## src/sv/crsfr_pkg.sv

```systemverilog
// crsfr_pkg: shared types and constants of the crsf frame receiver
// no dependencies; used by crsfr_crc8 and crsf_frame_receiver_top

package crsfr_pkg;

  // frame geometry
  localparam int FRAME_BYTES = 64;
  localparam int CHANNELS    = 16;
  localparam int ADDR_W      = $clog2(FRAME_BYTES);

  // address bytes that open a frame
  localparam logic [7:0] ADDR_FC       = 8'hC8;
  localparam logic [7:0] ADDR_RADIO    = 8'hEC;
  localparam logic [7:0] ADDR_RX       = 8'hEA;
  localparam logic [7:0] ADDR_BCAST    = 8'h00;

  // length byte limits and minimum lengths of known frames
  localparam logic [7:0] LEN_MIN       = 8'd2;
  localparam logic [7:0] LEN_MAX       = 8'd62;
  localparam logic [5:0] RC_MIN_LEN    = 6'd24;
  localparam logic [5:0] LINK_MIN_LEN  = 6'd12;

  // frame types
  localparam logic [7:0] TYPE_RC       = 8'h16;
  localparam logic [7:0] TYPE_LINK     = 8'h14;

  // crc polynomial
  localparam logic [7:0] CRC_POLY      = 8'hD5;

  // channel scaling
  localparam logic [10:0]       RAW_MASK = 11'h7FF;
  localparam logic signed [15:0] US_MID  = 16'sd992;
  localparam logic signed [15:0] US_BASE = 16'sd1500;

  // payload byte positions inside the frame store
  localparam logic [ADDR_W-1:0] POS_PAYLOAD = ADDR_W'(3);
  localparam logic [ADDR_W-1:0] POS_LINK_END = ADDR_W'(9);

  // result kinds
  typedef enum logic [1:0] {
    KIND_RC   = 2'd0,
    KIND_LINK = 2'd1,
    KIND_CRC  = 2'd2
  } kind_t;

  // sequencer states
  typedef enum logic [3:0] {
    ST_IDLE,
    ST_CRC,
    ST_CHECK,
    ST_RC_FETCH,
    ST_RC_MERGE,
    ST_RC_EMIT,
    ST_LK_FETCH,
    ST_LK_MERGE,
    ST_LK_EMIT,
    ST_OUT
  } state_t;

  // control into the crc unit
  typedef struct packed {
    logic       clear;
    logic       start;
    logic [7:0] data;
  } crc_ctrl_t;

  // status out of the crc unit
  typedef struct packed {
    logic       busy;
    logic [7:0] crc;
  } crc_stat_t;

endpackage

```

## src/sv/crsfr_crc8.sv

```systemverilog
// crsfr_crc8: bit-serial crc-8 unit, one shift per cycle, eight per byte
// depends on crsfr_pkg (crc_ctrl_t, crc_stat_t, CRC_POLY)

module crsfr_crc8 (
  input  logic                 clk,
  input  logic                 rst_n,
  input  crsfr_pkg::crc_ctrl_t ctrl,
  output crsfr_pkg::crc_stat_t stat
);

  logic [7:0] crc_r, crc_nxt;
  logic [2:0] cnt_r, cnt_nxt;
  logic       busy_r, busy_nxt;

  // fold a byte in, then shift out one bit per cycle
  always_comb begin
    crc_nxt  = crc_r;
    cnt_nxt  = cnt_r;
    busy_nxt = busy_r;
    if (ctrl.clear) begin
      crc_nxt  = '0;
      busy_nxt = 1'b0;
    end else if (ctrl.start) begin
      crc_nxt  = crc_r ^ ctrl.data;
      cnt_nxt  = '0;
      busy_nxt = 1'b1;
    end else if (busy_r) begin
      crc_nxt = crc_r[7] ? ({crc_r[6:0], 1'b0} ^ crsfr_pkg::CRC_POLY)
                         : {crc_r[6:0], 1'b0};
      cnt_nxt = cnt_r + 3'd1;
      if (cnt_r == 3'd7) begin
        busy_nxt = 1'b0;
      end
    end
  end

  always_ff @(posedge clk) begin
    if (!rst_n) begin
      crc_r  <= '0;
      cnt_r  <= '0;
      busy_r <= 1'b0;
    end else begin
      crc_r  <= crc_nxt;
      cnt_r  <= cnt_nxt;
      busy_r <= busy_nxt;
    end
  end

  assign stat.busy = busy_r;
  assign stat.crc  = crc_r;

endmodule

```

## src/sv/crsf_frame_receiver_top.sv

```systemverilog
// crsf_frame_receiver_top: byte-serial crsf frame receiver with crc check and unpack
// depends on crsfr_pkg and crsfr_crc8
//
//   channel | ports            | payload
//   --------+------------------+---------------------------------------------
//   input   | in_t*            | tdata: rx_byte
//   result  | out_t*           | tdata: channel and link fields, tuser: kind,
//           |                  | tlast: last result of the frame
//
// header bytes are taken in idle; each later byte passes idle, crc shifts and status
// after the crc byte comes a check state; an rc frame then reads 22 payload bytes (fetch,
// merge) and emits each channel (emit, transfer); a link frame reads 7 bytes and emits
// its result (emit, transfer); low out_tready stretches each transfer
// in_tready is low while a byte's crc shifts and until a frame's last result transfers
// reset is synchronous and clears control state and counters

module crsf_frame_receiver_top (
  input  logic         clk,
  input  logic         rst_n,
  input  logic         in_tvalid,
  output logic         in_tready,
  input  logic [7:0]   in_tdata,   // [7:0] rx_byte
  output logic         out_tvalid,
  input  logic         out_tready,
  // [3:0] chan_num, [14:4] chan_code, [26:15] pulse_us,
  // [35:27] ant_rssi, [43:36] lq, [51:44] snr_db, [59:52] rf_mode,
  // [67:60] tx_pwr_sel, [99:68] frame_count, [131:100] crc_fail_total,
  // [135:132] zero
  output logic [135:0] out_tdata,
  output logic [1:0]   out_tuser,  // [1:0] result_kind
  output logic         out_tlast   // last_of_run
);

  localparam int AW = crsfr_pkg::ADDR_W;
  localparam int LK_BYTES = 7;

  // link byte slots after the seven reads (positions 3 to 9)
  localparam int LK_RSSI1 = 0;
  localparam int LK_RSSI2 = 1;
  localparam int LK_LQ    = 2;
  localparam int LK_SNR   = 3;
  localparam int LK_ANT   = 4;
  localparam int LK_RF    = 5;
  localparam int LK_TX    = 6;

  crsfr_pkg::state_t state_r, state_nxt;

  logic [6:0]  pos_r, pos_nxt;
  logic [6:0]  exp_r, exp_nxt;
  logic [5:0]  len_r, len_nxt;
  logic [7:0]  type_r, type_nxt;
  logic        last_r, last_nxt;
  logic [31:0] rc_cnt_r, rc_cnt_nxt;
  logic [31:0] lk_cnt_r, lk_cnt_nxt;
  logic [31:0] crc_cnt_r, crc_cnt_nxt;

  logic [AW-1:0] rd_addr_r, rd_addr_nxt;
  logic [17:0]   acc_r, acc_nxt;
  logic [4:0]    bits_r, bits_nxt;
  logic [3:0]    ch_r, ch_nxt;
  logic [7:0]    lk_r   [LK_BYTES];
  logic [7:0]    lk_nxt [LK_BYTES];

  // result register
  crsfr_pkg::kind_t   o_kind_r, o_kind_nxt;
  logic [3:0]         o_idx_r, o_idx_nxt;
  logic [10:0]        o_raw_r, o_raw_nxt;
  logic [11:0]        o_us_r, o_us_nxt;
  logic [8:0]         o_rssi_r, o_rssi_nxt;
  logic [7:0]         o_lq_r, o_lq_nxt;
  logic [7:0]         o_snr_r, o_snr_nxt;
  logic [7:0]         o_rf_r, o_rf_nxt;
  logic [7:0]         o_tx_r, o_tx_nxt;
  logic [31:0]        o_fc_r, o_fc_nxt;
  logic [31:0]        o_cc_r, o_cc_nxt;
  logic               o_last_r, o_last_nxt;

  // frame store
  logic [7:0] mem [crsfr_pkg::FRAME_BYTES];
  logic [7:0] rd_data_r;
  logic       wr_en;

  crsfr_pkg::crc_ctrl_t crc_ctrl;
  crsfr_pkg::crc_stat_t crc_stat;

  logic        in_xfer, out_xfer, addr_ok;
  logic [10:0] raw;
  logic signed [15:0] us_d, us_p, us_q, us_v;
  logic [7:0]  rssi_sel;

  assign in_tready = (state_r == crsfr_pkg::ST_IDLE);
  assign in_xfer   = in_tvalid && in_tready;
  assign out_tvalid = (state_r == crsfr_pkg::ST_OUT);
  assign out_xfer  = out_tvalid && out_tready;

  assign addr_ok = (in_tdata == crsfr_pkg::ADDR_FC) || (in_tdata == crsfr_pkg::ADDR_RADIO) ||
                   (in_tdata == crsfr_pkg::ADDR_RX) || (in_tdata == crsfr_pkg::ADDR_BCAST);

  // store write for every byte from the type byte on
  assign wr_en = in_xfer && (pos_r >= 7'd2);

  always_ff @(posedge clk) begin
    if (wr_en) begin
      mem[pos_r[AW-1:0]] <= in_tdata;
    end
    rd_data_r <= mem[rd_addr_r];
  end

  crsfr_crc8 u_crc (
    .clk   (clk),
    .rst_n (rst_n),
    .ctrl  (crc_ctrl),
    .stat  (crc_stat)
  );

  // channel to microseconds, division by 8 truncating toward zero
  assign raw  = acc_r[10:0] & crsfr_pkg::RAW_MASK;
  assign us_d = $signed({5'b0, raw}) - crsfr_pkg::US_MID;
  assign us_p = (us_d <<< 2) + us_d;
  assign us_q = (us_p + (us_p[15] ? 16'sd7 : 16'sd0)) >>> 3;
  assign us_v = us_q + crsfr_pkg::US_BASE;

  // rssi of the active antenna
  assign rssi_sel = (lk_r[LK_ANT] == 8'd0) ? lk_r[LK_RSSI1] : lk_r[LK_RSSI2];

  // sequencer
  always_comb begin
    state_nxt   = state_r;
    pos_nxt     = pos_r;
    exp_nxt     = exp_r;
    len_nxt     = len_r;
    type_nxt    = type_r;
    last_nxt    = last_r;
    rc_cnt_nxt  = rc_cnt_r;
    lk_cnt_nxt  = lk_cnt_r;
    crc_cnt_nxt = crc_cnt_r;
    rd_addr_nxt = rd_addr_r;
    acc_nxt     = acc_r;
    bits_nxt    = bits_r;
    ch_nxt      = ch_r;
    lk_nxt      = lk_r;
    o_kind_nxt  = o_kind_r;
    o_idx_nxt   = o_idx_r;
    o_raw_nxt   = o_raw_r;
    o_us_nxt    = o_us_r;
    o_rssi_nxt  = o_rssi_r;
    o_lq_nxt    = o_lq_r;
    o_snr_nxt   = o_snr_r;
    o_rf_nxt    = o_rf_r;
    o_tx_nxt    = o_tx_r;
    o_fc_nxt    = o_fc_r;
    o_cc_nxt    = o_cc_r;
    o_last_nxt  = o_last_r;
    crc_ctrl    = '{clear: 1'b0, start: 1'b0, data: in_tdata};

    unique case (state_r)
      crsfr_pkg::ST_IDLE: begin
        if (in_xfer) begin
          if (pos_r == 7'd0) begin
            // hunting for an address byte
            if (addr_ok) begin
              pos_nxt = 7'd1;
            end
          end else if (pos_r == 7'd1) begin
            // length byte
            if ((in_tdata < crsfr_pkg::LEN_MIN) || (in_tdata > crsfr_pkg::LEN_MAX)) begin
              pos_nxt = 7'd0;
              exp_nxt = 7'd0;
            end else begin
              len_nxt        = in_tdata[5:0];
              exp_nxt        = in_tdata[6:0] + 7'd2;
              pos_nxt        = 7'd2;
              crc_ctrl.clear = 1'b1;
            end
          end else begin
            // frame body: fold into the crc, crc byte included
            if (pos_r == 7'd2) begin
              type_nxt = in_tdata;
            end
            crc_ctrl.start = 1'b1;
            last_nxt       = ((pos_r + 7'd1) >= exp_r);
            pos_nxt        = pos_r + 7'd1;
            state_nxt      = crsfr_pkg::ST_CRC;
          end
        end
      end

      crsfr_pkg::ST_CRC: begin
        if (!crc_stat.busy) begin
          if (last_r) begin
            pos_nxt   = 7'd0;
            exp_nxt   = 7'd0;
            state_nxt = crsfr_pkg::ST_CHECK;
          end else begin
            state_nxt = crsfr_pkg::ST_IDLE;
          end
        end
      end

      crsfr_pkg::ST_CHECK: begin
        // a matching crc byte leaves a zero remainder
        o_idx_nxt  = '0;
        o_raw_nxt  = '0;
        o_us_nxt   = '0;
        o_rssi_nxt = '0;
        o_lq_nxt   = '0;
        o_snr_nxt  = '0;
        o_rf_nxt   = '0;
        o_tx_nxt   = '0;
        rd_addr_nxt = crsfr_pkg::POS_PAYLOAD;
        acc_nxt     = '0;
        bits_nxt    = '0;
        ch_nxt      = '0;
        if (crc_stat.crc != 8'd0) begin
          crc_cnt_nxt = crc_cnt_r + 32'd1;
          o_kind_nxt  = crsfr_pkg::KIND_CRC;
          o_fc_nxt    = '0;
          o_cc_nxt    = crc_cnt_r + 32'd1;
          o_last_nxt  = 1'b1;
          state_nxt   = crsfr_pkg::ST_OUT;
        end else if ((type_r == crsfr_pkg::TYPE_RC) && (len_r >= crsfr_pkg::RC_MIN_LEN)) begin
          rc_cnt_nxt = rc_cnt_r + 32'd1;
          state_nxt  = crsfr_pkg::ST_RC_FETCH;
        end else if ((type_r == crsfr_pkg::TYPE_LINK) &&
                     (len_r >= crsfr_pkg::LINK_MIN_LEN)) begin
          lk_cnt_nxt = lk_cnt_r + 32'd1;
          state_nxt  = crsfr_pkg::ST_LK_FETCH;
        end else begin
          state_nxt = crsfr_pkg::ST_IDLE;
        end
      end

      // store read is in flight
      crsfr_pkg::ST_RC_FETCH: begin
        state_nxt = crsfr_pkg::ST_RC_MERGE;
      end

      crsfr_pkg::ST_RC_MERGE: begin
        acc_nxt     = acc_r | (18'(rd_data_r) << bits_r);
        bits_nxt    = bits_r + 5'd8;
        rd_addr_nxt = rd_addr_r + AW'(1);
        state_nxt   = ((bits_r + 5'd8) >= 5'd11) ? crsfr_pkg::ST_RC_EMIT
                                                 : crsfr_pkg::ST_RC_FETCH;
      end

      crsfr_pkg::ST_RC_EMIT: begin
        o_kind_nxt = crsfr_pkg::KIND_RC;
        o_idx_nxt  = ch_r;
        o_raw_nxt  = raw;
        o_us_nxt   = us_v[11:0];
        o_fc_nxt   = rc_cnt_r;
        o_cc_nxt   = crc_cnt_r;
        o_last_nxt = (ch_r == 4'(crsfr_pkg::CHANNELS - 1));
        acc_nxt    = acc_r >> 11;
        bits_nxt   = bits_r - 5'd11;
        state_nxt  = crsfr_pkg::ST_OUT;
      end

      crsfr_pkg::ST_LK_FETCH: begin
        state_nxt = crsfr_pkg::ST_LK_MERGE;
      end

      crsfr_pkg::ST_LK_MERGE: begin
        for (int i = 0; i < LK_BYTES - 1; i++) begin
          lk_nxt[i] = lk_r[i+1];
        end
        lk_nxt[LK_BYTES-1] = rd_data_r;
        rd_addr_nxt = rd_addr_r + AW'(1);
        state_nxt   = (rd_addr_r == crsfr_pkg::POS_LINK_END) ? crsfr_pkg::ST_LK_EMIT
                                                             : crsfr_pkg::ST_LK_FETCH;
      end

      crsfr_pkg::ST_LK_EMIT: begin
        o_kind_nxt = crsfr_pkg::KIND_LINK;
        o_rssi_nxt = 9'd0 - {1'b0, rssi_sel};
        o_lq_nxt   = lk_r[LK_LQ];
        o_snr_nxt  = lk_r[LK_SNR];
        o_rf_nxt   = lk_r[LK_RF];
        o_tx_nxt   = lk_r[LK_TX];
        o_fc_nxt   = lk_cnt_r;
        o_cc_nxt   = crc_cnt_r;
        o_last_nxt = 1'b1;
        state_nxt  = crsfr_pkg::ST_OUT;
      end

      crsfr_pkg::ST_OUT: begin
        if (out_xfer) begin
          if (o_last_r) begin
            state_nxt = crsfr_pkg::ST_IDLE;
          end else begin
            ch_nxt    = ch_r + 4'd1;
            state_nxt = (bits_r >= 5'd11) ? crsfr_pkg::ST_RC_EMIT
                                          : crsfr_pkg::ST_RC_FETCH;
          end
        end
      end

      default: begin
        state_nxt = crsfr_pkg::ST_IDLE;
      end
    endcase
  end

  // control state and counters
  always_ff @(posedge clk) begin
    if (!rst_n) begin
      state_r   <= crsfr_pkg::ST_IDLE;
      pos_r     <= '0;
      exp_r     <= '0;
      last_r    <= 1'b0;
      rc_cnt_r  <= '0;
      lk_cnt_r  <= '0;
      crc_cnt_r <= '0;
      ch_r      <= '0;
      bits_r    <= '0;
      o_last_r  <= 1'b0;
    end else begin
      state_r   <= state_nxt;
      pos_r     <= pos_nxt;
      exp_r     <= exp_nxt;
      last_r    <= last_nxt;
      rc_cnt_r  <= rc_cnt_nxt;
      lk_cnt_r  <= lk_cnt_nxt;
      crc_cnt_r <= crc_cnt_nxt;
      ch_r      <= ch_nxt;
      bits_r    <= bits_nxt;
      o_last_r  <= o_last_nxt;
    end
  end

  // payload registers
  always_ff @(posedge clk) begin
    len_r     <= len_nxt;
    type_r    <= type_nxt;
    rd_addr_r <= rd_addr_nxt;
    acc_r     <= acc_nxt;
    lk_r      <= lk_nxt;
    o_kind_r  <= o_kind_nxt;
    o_idx_r   <= o_idx_nxt;
    o_raw_r   <= o_raw_nxt;
    o_us_r    <= o_us_nxt;
    o_rssi_r  <= o_rssi_nxt;
    o_lq_r    <= o_lq_nxt;
    o_snr_r   <= o_snr_nxt;
    o_rf_r    <= o_rf_nxt;
    o_tx_r    <= o_tx_nxt;
    o_fc_r    <= o_fc_nxt;
    o_cc_r    <= o_cc_nxt;
  end

  // result packing
  assign out_tdata = {4'b0, o_cc_r, o_fc_r, o_tx_r, o_rf_r, o_snr_r, o_lq_r,
                      o_rssi_r, o_us_r, o_raw_r, o_idx_r};
  assign out_tuser = o_kind_r;
  assign out_tlast = o_last_r;

endmodule

```

## config.mk

```make
export PLATFORM = sky130hd
export DESIGN_NAME = crsf_frame_receiver_top
export DESIGN_NICKNAME = d
export VERILOG_FILES = /design/src/sv/crsfr_pkg.sv /design/src/sv/crsfr_crc8.sv /design/src/sv/crsf_frame_receiver_top.sv
export SDC_FILE = /design/constraint.sdc
export NUM_CORES = 1
export LEC_CHECK = 0
export BUFFER_PORTS_ARGS = -buffer_cell sky130_fd_sc_hd__buf_4
export CORE_AREA = 2 2 354 356
export DETAILED_ROUTE_END_ITERATION = 16
export DIE_AREA = 0 0 356 358
export PLACE_DENSITY_LB_ADDON = 0.05
export SLEW_MARGIN = 5
export SYNTH_ARGS = -nofsm -noshare
export SYNTH_HDL_FRONTEND = slang
export SYNTH_SLANG_ARGS = --single-unit
```

## constraint.sdc

```tcl
create_clock -name clk -period 6.4 [get_ports clk]
set_input_delay 0.96 -clock clk [delete_from_list [all_inputs] [get_ports clk]]
set_output_delay 0.96 -clock clk [all_outputs]
set_load 0.05 [all_outputs]
```

; ---- Yosys cells after proc, flatten, opt, wreduce, memory -nomap -nowiden
; Memories as Yosys holds them, arrays and structs flattened. A register that Yosys moved wholly into a read port is not among the register bits.
; Index checks and enable logic that the tools add are counted.
[word_totals]
ff_bits = 365
mem_bits_rw = 512
in_bits = 12
out_inout_bits = 141
elab_cells = 205
memories = 1
[memory_table]
columns = memory, depth, word_bits, read_ports, rd_ports_with_merged_regs, wr, line_no
row1 = mem, 64, 8, 1, 1, 1, crsf_frame_receiver_top.sv:79  ; logic [7:0] mem [crsfr_pkg::FRAME_BYTES];
[classes]
add_sub_neg = 15
magnitude_cmp = 8
n_eq_ne = 29
shift = 1
muxes = 67
bitwise = 10
n_reduce_logical = 39
[op_table]
columns = cell, n
row1 = "32-bit by 1-bit adder with 32-bit output, second input constant", 3
row2 = 32-bit case mux with 3 select lines, 1
row3 = 7-bit two-way mux, 10
row4 = 32-bit two-way mux, 2
row5 = 32-bit case mux with 2 select lines, 1
row6 = 8-bit case mux with 2 select lines, 4
row7 = 18-bit case mux with 3 select lines, 1
row8 = 4-bit two-way mux, 9
row9 = 4-bit case mux with 9 select lines, 1
row10 = 8-bit two-way mux, 4
row11 = 7-bit case mux with 2 select lines, 2
row12 = "8-bit == test, second input constant", 3
row13 = 3-bit two-way mux, 8
row14 = 12-bit case mux with 2 select lines, 1
row15 = 11-bit case mux with 2 select lines, 1
row16 = 5-bit AND reduction, 4
row17 = 18-bit OR, 1
row18 = 9-bit case mux with 2 select lines, 1
row19 = 8-bit by 5-bit << shifter with 18-bit output, 1
row20 = "4-bit by 3-bit == test with 1-bit output, second input constant", 4
row21 = "8-bit by 5-bit == test with 1-bit output, second input constant", 2
row22 = 8-bit zero test, 2
row23 = 4-bit case mux with 2 select lines, 2
row24 = 14-bit by 12-bit adder with 15-bit output, 1
row25 = 49 further kinds, 100

; ---- Logic depth before layout (Yosys ltp)
[logic_depth]
word_depth = 9
mapped_depth = 14
mapped_depth_nobuf = 14

; ---- By module
; From an unflattened synthesis, not the netlist that was laid out.
[hier_totals]
cells_unflattened = 2374
area_unflattened_um2 = 36817.8
[by_module_without_submodules]
columns = module, instances, cells_per_inst, area_each_um2, seq_area_each_um2
row1 = crsf_frame_receiver_top, 1, 2300, 36173.4, 24823.8
row2 = crsfr_crc8, 1, 74, 644.4, 240.2

; ---- Worst setup path before layout
; No wires, ideal clock.
[synth_path]
path_kind = register to register
startpoint = register state_r[0]
endpoint = register rd_addr_r[0], enable pin
setup_time_ns = 0.328
t_arrival_ns = 3.842
t_required_ns = 6.072
path_slack_ns = 2.230
path_stages_with_launch = 6
n_path_buf = 1
period_less_slack_ns = 4.170
path_cell_list = dfxtp_1 buf_2 nand2b_1 nor2_1 nor2_1 nand2_1
[synth_between]
elab_chain_len = 3
word_cells_on_any_way = 5
cone_classes = eq/ne (3) / reduce/logical (2)
[synth_rtl]
columns = element, line_no
row1 = from (decl), crsf_frame_receiver_top.sv:46  ; crsfr_pkg::state_t state_r, state_nxt;
row2 = from (signal assigned), crsf_frame_receiver_top.sv:307  ; state_r <= crsfr_pkg::ST_IDLE;
row3 = from (signal assigned), crsf_frame_receiver_top.sv:318  ; state_r <= state_nxt;
row4 = 4-bit by 3-bit == test with 1-bit output, crsf_frame_receiver_top.sv:156  ; unique case (state_r)
row5 = 2-bit OR reduction (no source line), --
row6 = 2-bit nonzero test (no source line) (*), --
row7 = to (signal assigned), crsf_frame_receiver_top.sv:335  ; rd_addr_r <= rd_addr_nxt;
row8 = to (decl), crsf_frame_receiver_top.sv:57  ; logic [AW-1:0] rd_addr_r, rd_addr_nxt;
; Mark *: on every way between the ends. The rest lies on a longest branch, timed or not.
; A chain may end at the register's enable or synchronous reset.

; ---- Worst setup path after layout
[layout_path]
startpoint = register acc_r[5]
endpoint = register o_us_r[11], data pin
[layout_between]
elab_chain_len = 6
[layout_rtl]
columns = element, line_no
row1 = from (decl), crsf_frame_receiver_top.sv:58  ; logic [17:0] acc_r, acc_nxt;
row2 = from (signal assigned), crsf_frame_receiver_top.sv:336  ; acc_r <= acc_nxt;
row3 = 11-bit by 10-bit subtractor with 12-bit output (*), crsf_frame_receiver_top.sv:118  ; assign us_d = $signed({5'b0, raw}) - crsfr_pkg::US_MID;
row4 = 14-bit by 12-bit adder with 15-bit output (*), crsf_frame_receiver_top.sv:119  ; assign us_p = (us_d <<< 2) + us_d;
row5 = 3-bit two-way mux, crsf_frame_receiver_top.sv:120  ; assign us_q = (us_p + (us_p[15] ? 16'sd7 : 16'sd0)) >>> 3;
row6 = 15-bit by 4-bit adder with 15-bit output (*), crsf_frame_receiver_top.sv:120
row7 = 12-bit adder (*), crsf_frame_receiver_top.sv:121  ; assign us_v = us_q + crsfr_pkg::US_BASE;
row8 = 12-bit case mux with 2 select lines (*), crsf_frame_receiver_top.sv:156
row9 = to (signal assigned), crsf_frame_receiver_top.sv:341  ; o_us_r <= o_us_nxt;
row10 = to (decl), crsf_frame_receiver_top.sv:68  ; logic [11:0] o_us_r, o_us_nxt;
; Marked as above.

==> results.toml <==
[clock_tree]
root_buffer = "clkbuf_16"
clkTransAtPathRegs_ps = 60
clk_latency_ps = 680
cts_made_buffers = 103
clock-sinks = 883
tritoncts = "yes"
h-tree-depth = 3
ctsResizeCount = 0
ctsHoldBuffers = 0
clockBufferDepth = 3
postCtsSetupBuffers = 0

[placement]
dp_cells = 4069
dp_hpwl_um = 59400
port_buffers = 148
gp_congestion = 0.764

[cells_and_area]
drive_gt1_frac = 0.201
nNetsFinal = 2590
fin_cells = 4266
areaGrowthSynthToFinish_pct = 16.8

[setup_path]
path_class = "reg2reg"
cp_max_fo = 6
start_kind = "flip-flop"
cp.arrival_ps = 4550
worst_ep_required_time_ps = 6810
end_kind = "flip-flop"

[yosys]
synth_flop_cell = "edfxtp_1"
yosys_warnings = 0
synth_area_leaders = "edfxtp_1 60%, mux4_2 10%, dfxtp_1 7.9%"
synth_commonest_cells = "738 x edfxtp_1, 176 x nor2_1, 168 x mux4_2"
avgSynthCellArea_sq_um = 15.5
synth_mux_area_frac = 0.110
synth_seq_cells = 883
synth_top_area_frac = 0.600
synthSimpleGateAreaFrac = 0.0975
ys_seq_area_frac = 0.679
synth-edff-count = 738
synthAdderAreaFrac = 0.0141
synth_cells = 2380
synth_top_family_by_area = "multiplexers"
synth_compound_area_frac = 0.0466
netlist_area_sq_um = 36900
synth_cell_types = 82
yosysTopAreaCell = "edfxtp_1"
synth_most_common_cell = "edfxtp_1"
synth_xor_area_frac = 0.0358
synth-async-reset-ratio = 0

[grt]
grt_pass1_wl_um = 138000
track_usage = 0.144
antenna_found_initial = 5
met1_usage = 0.192
grt_busiest_layer = "met2"
gr-usage-met2 = 0.244
met3_usage = 0.0231
grt_pass1_vias = 21245
grt_max_degree = 85
grt-ovfl-total = 0

[timing]
finClkSkew_ps = 17.1
relSlewSlack = 0.262
tightestPinTransition_ps = 1110
final_hold_viol_count = 0
grt_setup_unrepaired = "false"
period_share = 0.647
final-setup-viol-count = 0
slew_violations = 0
finalSetupTns_ps = 0
timing.fmax_ghz = 0.242
period_needed_ps = 4140

[routing]
vias = 20325
ant_nets = 0
drc = 0
post_drt_wl_per_cell_um = 21.5
vias_per_cell = 4.76
drt-total-wl_um = 91600
dr.first_iter.drc_count = 1280
first_pass_iters = 5

[floorplan]
fp-row-count = 129
die_w_um = 356
boundaryPins = 153
initial_core_util = 0.300
fp.coreArea_sq_um = 123000
die_h_um = 358
die-area_sq_um = 127000

[power_and_ir_drop]
peakVddDrop_v = 0.000185
power_density_nw_per_um2 = 279
p_leak_nw = 14.0

[run_status]
status = "finished clean"

[min_path]
hold_class = "reg2reg"

[job]
maxCapViolCount = 0
==> path summary, 6_finish.rpt <==
check,startpoint,end,slack [ps],cells after the start
setup / recovery,acc_r[5],o_us_r[11],2260,11
hold / removal,lk_r[0],lk_r[8],430,0
setup reg to reg,acc_r[5],o_us_r[11],2260,11
hold reg to reg,lk_r[0],lk_r[8],430,0
==> registers in the layout (all words and copies together), names as in the netlist, 12 cells and up <==
register   count
o_cc_r        32
mem          512
lk_cnt_r      32
o_us_r        12
acc_r         18
lk_r          56
o_fc_r        32
rc_cnt_r      32
crc_cnt_r     32
==> layout by cell type (no fill, tap or decap), types with 8 or more instances in the layout <==
| master | count |
|---|---|
| edfxtp_1 | 738 |
| nor2_1 | 174 |
| buf_4 | 170 |
| mux4_2 | 168 |
| dfxtp_1 | 145 |
| nand2_1 | 120 |
| and2_1 | 113 |
| clkbuf_16 | 105 |
| xnor2_1 | 91 |
| o21ai_0 | 61 |
| a21oi_1 | 60 |
| xor2_1 | 60 |
| nand3_1 | 57 |
| ha_1 | 40 |
| inv_1 | 39 |
| or3_1 | 36 |
| and3_1 | 32 |
| nor2b_1 | 31 |
| a22o_1 | 30 |
| nor3_1 | 28 |
| nand4_1 | 27 |
| clkbuf_1 | 26 |
| clkinv_2 | 26 |
| a21boi_0 | 25 |
| mux2i_1 | 24 |
| a31oi_1 | 14 |
| clkinv_1 | 14 |
| nand2b_1 | 13 |
| a211oi_1 | 11 |
| a21o_1 | 8 |
| clkbuf_8 | 8 |
==> critical path, stage by stage (launching register included) <==
cell,delay [ps]
edfxtp_1,470
ha_1,280
a41oi_1,660
ha_1,370
and3_1,160
a221o_1,380
nor2b_4,170
o41ai_1,430
or4b_1,520
a21oi_1,190
xor2_1,180
nor2_1,60
==> per-layer routing <==
| layer | up-vias | wire (um) | share of wire |
|---|---|---|---|
| met2 | 345 | 44900 | 0.49 |
| met5 | - | 0 | 0 |
| met3 | 132 | 3140 | 0.034 |
| li1 | 9443 | - | - |
| met4 | 0 | 1850 | 0.020 |
| met1 | 10405 | 41700 | 0.46 |
==> power by group <==
part / switching (mW) / total, mW / internal (mW)
combinational: 0.106 / 0.133 / 0.0265
clock: 2.40 / 5.68 / 3.28
sequential: 0.00432 / 6.20 / 6.20
total: 2.51 / 12.0 / 9.50
==> area by class of cell <==
| cell class | instances | area [sq um] |
|---|---|---|
| Sequential cell | 883 | 25100 |
| Inverter | 40 | 150 |
| Timing Repair Buffer | 172 | 1320 |
| Multi-Input combinational cell | 1337 | 11300 |
| Tap cell | 1637 | 2050 |
| Fill cell | 11892 | 80200 |
| Antenna cell | 1 | 2.50 |
| Clock inverter | 57 | 447 |
| Clock buffer | 139 | 2840 |
==> kinds of logic after synthesis <==
family | count (synthesis)
compound gates | 260
mux | 196
simple gates | 685
buf+inv | 163
fa+ha+maj | 41
flops | 883
xor+xnor | 151
other cells | 1
==> through the flow <==
stage	power, mW	hold slack (ps)	setup slack [ps]	instance area, sq um	util
2_1_floorplan	6.37	417	2230	36900	-
3_3_place_gp	6.46	421	2290	39900	0.323
3_5_place_dp	6.46	423	2240	39900	0.323
4_1_cts	12.2	437	2210	43100	0.350
5_1_grt	12.5	452	1980	43100	0.350
6_report	12.0	433	2260	43100	0.350
(Power assumes the default switching activity.)
